## src/swtm_pkg.sv

```systemverilog
// Package for the sliding-window throughput meter: widths, constants and shared types.
// Depends on nothing; every other file imports it.
`timescale 1ns / 1ps

package swtm_pkg;

   // Ring geometry.
   localparam int WINDOW  = 128;
   localparam int SLOT_W  = $clog2(WINDOW);

   // Field widths.
   localparam int BYTES_W = 16;
   localparam int TIME_W  = 32;
   localparam int RATE_W  = 34;

   // The running sum must hold WINDOW full-size packets.
   localparam int SUM_W   = $clog2(WINDOW * 65535 + 1);

   // Bytes per microsecond times 8 bits times 256 for the Q.8 fraction.
   localparam int RATE_SHIFT = 11;

   // Dividend width of the serial divider, never narrower than the result.
   localparam int DIV_W  = (SUM_W + RATE_SHIFT > RATE_W) ? SUM_W + RATE_SHIFT : RATE_W;
   localparam int DCNT_W = $clog2(DIV_W + 1);

   localparam logic [RATE_W-1:0] RATE_MAX = {RATE_W{1'b1}};

   // Queue between the front and the back.
   localparam int Q_DEPTH = 2;
   localparam int Q_PTR_W = $clog2(Q_DEPTH);
   localparam int Q_CNT_W = $clog2(Q_DEPTH + 1);

   typedef struct packed {
      logic [BYTES_W-1:0] bytes;
      logic [TIME_W-1:0]  arrival;
   } q_item_type;

   typedef struct packed {
      logic       valid;
      q_item_type item;
   } q_head_type;

   typedef struct packed {
      logic             start;
      logic [DIV_W-1:0] dividend;
      logic [TIME_W-1:0] divisor;
   } div_req_type;

   typedef struct packed {
      logic             busy;
      logic             done;
      logic [DIV_W-1:0] quotient;
   } div_rsp_type;

   typedef enum logic [2:0] {
      ST_IDLE,
      ST_CALC,
      ST_DIVST,
      ST_DIVW,
      ST_FIN
   } back_state_type;

endpackage

```

## src/swtm_ifs.sv

```systemverilog
// Handshake interfaces for the request and response channels of the meter.
// Depends on swtm_pkg for the field widths.
`timescale 1ns / 1ps

interface swtm_req_if;
   import swtm_pkg::*;

   logic               valid;
   logic               ready;
   logic [BYTES_W-1:0] packet_bytes;
   logic [TIME_W-1:0]  arrival_time_us;

   modport source (output valid, packet_bytes, arrival_time_us, input ready);
   modport sink   (input valid, packet_bytes, arrival_time_us, output ready);
endinterface


```

## src/swtm_front.sv

```systemverilog
// Front end of the meter: accepts request items into a short queue for the back end.
// Depends on swtm_pkg and the request interface in swtm_ifs.
`timescale 1ns / 1ps

module swtm_front (
   input  logic                clock,
   input  logic                reset,
   swtm_req_if.sink            req_ch,
   output swtm_pkg::q_head_type head,
   input  logic                pop
);
   import swtm_pkg::*;

   q_item_type         entry_ff [Q_DEPTH];
   logic [Q_PTR_W-1:0] rd_ptr_ff, rd_ptr_in;
   logic [Q_PTR_W-1:0] wr_ptr_ff, wr_ptr_in;
   logic [Q_CNT_W-1:0] count_ff,  count_in;
   logic               push;

   // Accept while there is room in the queue.
   assign req_ch.ready = (count_ff != Q_CNT_W'(Q_DEPTH));
   assign push         = req_ch.valid && req_ch.ready;

   assign head.valid = (count_ff != '0);
   assign head.item  = entry_ff[rd_ptr_ff];

   // Pointer and fill count updates.
   always_comb begin
      rd_ptr_in = rd_ptr_ff;
      wr_ptr_in = wr_ptr_ff;
      count_in  = count_ff;
      if (push) begin
         wr_ptr_in = (wr_ptr_ff == Q_PTR_W'(Q_DEPTH - 1)) ? '0 : wr_ptr_ff + 1'b1;
      end
      if (pop) begin
         rd_ptr_in = (rd_ptr_ff == Q_PTR_W'(Q_DEPTH - 1)) ? '0 : rd_ptr_ff + 1'b1;
      end
      if (push && !pop) begin
         count_in = count_ff + 1'b1;
      end else if (pop && !push) begin
         count_in = count_ff - 1'b1;
      end
   end

   always_ff @(posedge clock) begin
      if (reset) begin
         rd_ptr_ff <= '0;
         wr_ptr_ff <= '0;
         count_ff  <= '0;
      end else begin
         rd_ptr_ff <= rd_ptr_in;
         wr_ptr_ff <= wr_ptr_in;
         count_ff  <= count_in;
      end
   end

   // Queue storage holds payload only.
   always_ff @(posedge clock) begin
      if (push) begin
         entry_ff[wr_ptr_ff].bytes   <= req_ch.packet_bytes;
         entry_ff[wr_ptr_ff].arrival <= req_ch.arrival_time_us;
      end
   end

endmodule

```

## src/flat_wrapper.sv

```systemverilog
// flat-port wrapper written by rule: the top's interface ports become plain ports
module swtm_front_flat import swtm_pkg::*;
  (clock, reset, head, pop, req_ch_valid, req_ch_packet_bytes, req_ch_arrival_time_us, req_ch_ready);
  swtm_req_if req_ch_i ();
  input  logic clock;
  input  logic reset;
  output swtm_pkg::q_head_type head;
  input  logic pop;
  input wire logic [$bits(req_ch_i.valid)-1:0] req_ch_valid;
  input wire logic [$bits(req_ch_i.packet_bytes)-1:0] req_ch_packet_bytes;
  input wire logic [$bits(req_ch_i.arrival_time_us)-1:0] req_ch_arrival_time_us;
  output wire logic [$bits(req_ch_i.ready)-1:0] req_ch_ready;
  assign req_ch_i.valid = req_ch_valid;
  assign req_ch_i.packet_bytes = req_ch_packet_bytes;
  assign req_ch_i.arrival_time_us = req_ch_arrival_time_us;
  assign req_ch_ready = req_ch_i.ready;
  swtm_front u_core (.clock(clock), .reset(reset), .req_ch(req_ch_i), .head(head), .pop(pop));
endmodule
```

## config.mk

```make
export PLATFORM = sky130hd
export DESIGN_NAME = swtm_front_flat
export DESIGN_NICKNAME = d
export VERILOG_FILES = /design/src/swtm_pkg.sv /design/src/swtm_ifs.sv /design/src/swtm_front.sv /design/src/flat_wrapper.sv
export SDC_FILE = /design/constraint.sdc
export NUM_CORES = 1
export LEC_CHECK = 0
export ABC_AREA = 1
export BUFFER_PORTS_ARGS = -buffer_cell sky130_fd_sc_hd__buf_2
export CORE_AREA = 2 2 86 88
export CTS_CLUSTER_DIAMETER = 30
export DETAILED_ROUTE_END_ITERATION = 8
export DIE_AREA = 0 0 88 90
export PLACE_DENSITY = 0.88
export SLEW_MARGIN = 20
export SYNTH_ARGS = -nofsm -noshare
export SYNTH_HDL_FRONTEND = slang
export SYNTH_SLANG_ARGS = --single-unit
export TNS_END_PERCENT = 20
```

## constraint.sdc

```tcl
create_clock -name clock -period 6.9 [get_ports clock]
set_input_delay 1.38 -clock clock [delete_from_list [all_inputs] [get_ports clock]]
set_output_delay 1.38 -clock clock [all_outputs]
set_load 0.01 [all_outputs]
```

==> flow_results.xml <==
<?xml version="1.0" encoding="UTF-8"?>
<metrics>
  <group name="synthesis">
    <metric name="synth_edf_count" unit="">96</metric>
    <metric name="ys_dominant_reg_cell" unit="">edfxtp_1</metric>
    <metric name="net_count_after_synthesis" unit="">237</metric>
    <metric name="netlist_instances" unit="">184</metric>
    <metric name="share_of_synthesized_registers_carrying_an_async_set_or_reset" unit="">0</metric>
    <metric name="number_of_unique_standard_cell_types_used_by_synthesis" unit="">15</metric>
    <metric name="synth_seq_area_share" unit="">0.790</metric>
    <metric name="netlist_area" unit="um2">3780</metric>
    <metric name="synthesis.area_per_instance" unit="um2">20.5</metric>
    <metric name="synth_warnings" unit="">0</metric>
    <metric name="postSynthRegisterBits" unit="">101</metric>
  </group>
  <group name="critical_path">
    <metric name="crit_fanout" unit="">48</metric>
    <metric name="regToRegEndpoint" unit="">u_core.entry_ff[0][13]</metric>
    <metric name="setup.worst_path.start_class" unit="">flop</metric>
    <metric name="reg2reg_depth" unit="">5</metric>
    <metric name="crit_arrival" unit="ps">1830</metric>
    <metric name="slowest_stage" unit="">buf_4</metric>
    <metric name="critical_path_required" unit="ps">5520</metric>
    <metric name="timing.critical_path.cells" unit="">buf_4, mux2_2, buf_2</metric>
    <metric name="worst_setup_path_end_kind" unit="">output pin</metric>
    <metric name="reg2reg_setup_slack" unit="ps">4870</metric>
    <metric name="worstSetupPathType" unit="">reg2out</metric>
    <metric name="cpPeakStageDelay" unit="ps">550</metric>
    <metric name="timing.rr.start" unit="">u_core.count_ff[0]</metric>
  </group>
  <group name="cells_and_area">
    <metric name="fin_cells" unit="">398</metric>
    <metric name="drive_gt1_frac" unit="">0.569</metric>
    <metric name="layout.cell_area.non_filler" unit="um2">4620</metric>
    <metric name="final_core_utilization" unit="">0.657</metric>
    <metric name="layout-area-overhead-vs-synth" unit="%">22.2</metric>
    <metric name="insertedDiodeCount" unit="">0</metric>
    <metric name="num-nets-final" unit="">347</metric>
  </group>
  <group name="global_route">
    <metric name="grt_first_pass_wirelength" unit="um">9090</metric>
    <metric name="grt_util_met2" unit="">0.251</metric>
    <metric name="overall_overflow_remaining_after_global_route" unit="">0</metric>
    <metric name="busiest_layer" unit="">met2</metric>
    <metric name="grt_max_degree" unit="">49</metric>
    <metric name="number_of_antenna_violations_at_the_first_check_in_global_routing" unit="">0</metric>
    <metric name="grt.met1_usage" unit="">0.192</metric>
    <metric name="grt_pass1_vias" unit="">1925</metric>
    <metric name="grt_use_met3" unit="">0.0450</metric>
    <metric name="globalRouteTotalUtil" unit="">0.154</metric>
  </group>
  <group name="floorplan">
    <metric name="num_rows" unit="">31</metric>
    <metric name="design.die.area" unit="um2">7920</metric>
    <metric name="boundaryPins" unit="">102</metric>
    <metric name="core_area" unit="um2">7020</metric>
    <metric name="die_w" unit="um">88</metric>
    <metric name="initial_core_util" unit="">0.538</metric>
    <metric name="die-height" unit="um">90</metric>
  </group>
  <group name="routing">
    <metric name="wl_per_cell" unit="um">15.0</metric>
    <metric name="detail_route.wirelength" unit="um">5950</metric>
    <metric name="via_count" unit="">1945</metric>
    <metric name="drt_iter0_markers" unit="">158</metric>
    <metric name="remaining_drc_errors" unit="">0</metric>
    <metric name="post_drt_via_cell_ratio" unit="">4.89</metric>
    <metric name="drt_first_pass_iters" unit="">4</metric>
    <metric name="drtAntennaViolNets" unit="">0</metric>
  </group>
  <group name="clock_tree">
    <metric name="setup_bufs_post_cts" unit="">0</metric>
    <metric name="cts-resized-gates" unit="">0</metric>
    <metric name="clk_pin_slew_worst_paths" unit="ps">80</metric>
    <metric name="cts_made_buffers" unit="">9</metric>
    <metric name="cts.sinks" unit="">101</metric>
    <metric name="tritoncts" unit="">yes</metric>
    <metric name="ctsHtreeMaxLevel" unit="">3</metric>
    <metric name="clk_root_buffer_cell" unit="">clkbuf_8</metric>
    <metric name="cts-root-to-sink-buffers" unit="">2</metric>
    <metric name="clkLatencyLatePin" unit="ps">350</metric>
    <metric name="cts-hold-fix-buffers" unit="">0</metric>
  </group>
  <group name="timing">
    <metric name="achievable-frequency" unit="MHz">312</metric>
    <metric name="setup-tns-final" unit="ps">0</metric>
    <metric name="timing_hold_violations_final" unit="">0</metric>
    <metric name="skew" unit="ps">8.21</metric>
    <metric name="final_min_period_over_clock_period" unit="">0.465</metric>
    <metric name="period_needed" unit="ps">3210</metric>
    <metric name="hold_slack" unit="ps">527</metric>
    <metric name="measured_slew_at_the_worst_slew_check_pin" unit="ps">724</metric>
    <metric name="slew_limit_headroom" unit="">0.517</metric>
    <metric name="final-max-slew-violation-count" unit="">0</metric>
    <metric name="setup_viol_count_final" unit="">0</metric>
    <metric name="grt_setup_unrepaired" unit="">false</metric>
  </group>
  <group name="power_and_ir_drop">
    <metric name="power_per_cell_area" unit="nW/um2">285</metric>
    <metric name="power.static_leakage" unit="nW">1.80</metric>
    <metric name="worst_case_vdd_ir_drop" unit="mV">0.172</metric>
  </group>
  <group name="placed_design">
    <metric name="hpwl" unit="um">3960</metric>
    <metric name="dpl-instance-area" unit="um2">4400</metric>
    <metric name="placed_cells_incl_taps" unit="">382</metric>
    <metric name="place_congestion" unit="">0.662</metric>
    <metric name="portBuffers" unit="">101</metric>
  </group>
  <group name="worst_hold_path">
    <metric name="hp-class" unit="">reg2reg</metric>
    <metric name="startpoint_of_the_tightest_hold_check_path" unit="">u_core.rd_ptr_ff</metric>
    <metric name="whs_path_depth" unit="">2</metric>
    <metric name="whs_endpoint" unit="">u_core.rd_ptr_ff</metric>
  </group>
  <group name="flow_run">
    <metric name="max_cap_violations" unit="">0</metric>
  </group>
  <group name="outcome">
    <metric name="run_status" unit="">completed</metric>
  </group>
</metrics>
-- Yosys cell counts, types with 2 or more instances --
cell,n,area (um2)
nand2_1,7,26.3
buf_2,2,10.0
mux2_2,28,315
dfxtp_1,5,100
mux2_4,20,300
buf_6,3,33.8
inv_1,9,33.8
o21ai_0,2,10.0
nor2_1,7,26.3
edfxtp_1,96,2880
-- placed cells by master, fill, tap and decap left out --
cell type	instances
xnor2_1	1
o21ai_0	2
buf_4	3
dfxtp_2	1
inv_1	9
clkbuf_8	9
dfxtp_1	4
edfxtp_1	96
clkbuf_1	1
nor2_1	5
nand3_1	1
nor2_4	2
buf_2	101
ha_1	1
nand2_1	7
mux2_4	20
clkinv_2	2
nand4_1	1
bufinv_16	2
mux2_2	28
clkinv_4	2
a21oi_1	1
-- worst max-delay path: cells and delay by family (launching register included) --
family                 cells  cell delay, ps
buffers and inverters      2             690
DFF                        1             320
muxes                      1             430
-- flip-flops by register name, indices dropped and copies added (netlist names), named ones only --
| register | count |
|---|---|
| u_core.rd_ptr_ff | 1 |
| u_core.count_ff | 2 |
| u_core.entry_ff | 96 |
| u_core.wr_ptr_ff | 1 |
-- metal layers --
layer	part of all wire	vias to the layer above	routed length, um
met3	0.065	9	388
met5	0	-	0
met2	0.50	68	3000
met1	0.42	950	2470
li1	-	918	-
met4	0.016	0	94
-- where the power goes --
| group | switching, mW | internal, mW | leakage, nW |
|---|---|---|---|
| Clock | 0.185 | 0.204 | 0.110 |
| Combinational | 0.0985 | 0.0880 | 0.757 |
| Sequential | 0.0127 | 0.729 | 0.937 |
| Total | 0.296 | 1.02 | 1.80 |
-- cells by family after synthesis --
group	after synthesis	share of synthesized area
flip-flops	101	0.790
multiplexers	48	0.163
AND/OR/NAND/NOR	16	0.0169
buffers and inverters	14	0.0205
AO/OA/AOI/OAI	3	0.00397
XOR/XNOR	1	0.00232
adder cells (fa/ha/maj)	1	0.00331
-- cell type report --
cell class                      instances  area, um2
Clock buffer                           10        128
Clock inverter                          6       87.6
Fill cell                             484       2400
Inverter                                9       33.8
Multi-Input combinational cell         69        731
Sequential cell                       101       2980
Tap cell                               99        124
Timing Repair Buffer                  104        528
-- worst max path at each step --
stage          cells after the start          from                endpoint  slack [ps]
6_report                           3          flop                head[33]        3690
4_1_cts                            3          flop                head[42]        3670
2_1_floorplan                      2  req_ch_valid   u_core.entry_ff[0][0]        2960
3_5_place_dp                       4  req_ch_valid  u_core.entry_ff[0][21]        3880
3_3_place_gp                       4  req_ch_valid  u_core.entry_ff[0][30]        3940
5_1_grt                            3          flop                head[27]        3600
-- through the flow --
stage               setup WS (ps)  total power [mW]
floorplan                    2960             0.872
global placement             3940             0.936
detailed placement           3880             0.946
CTS                          3670              1.33
global route                 3600              1.37
finish                       3690              1.32
(Power assumes the default switching activity.)
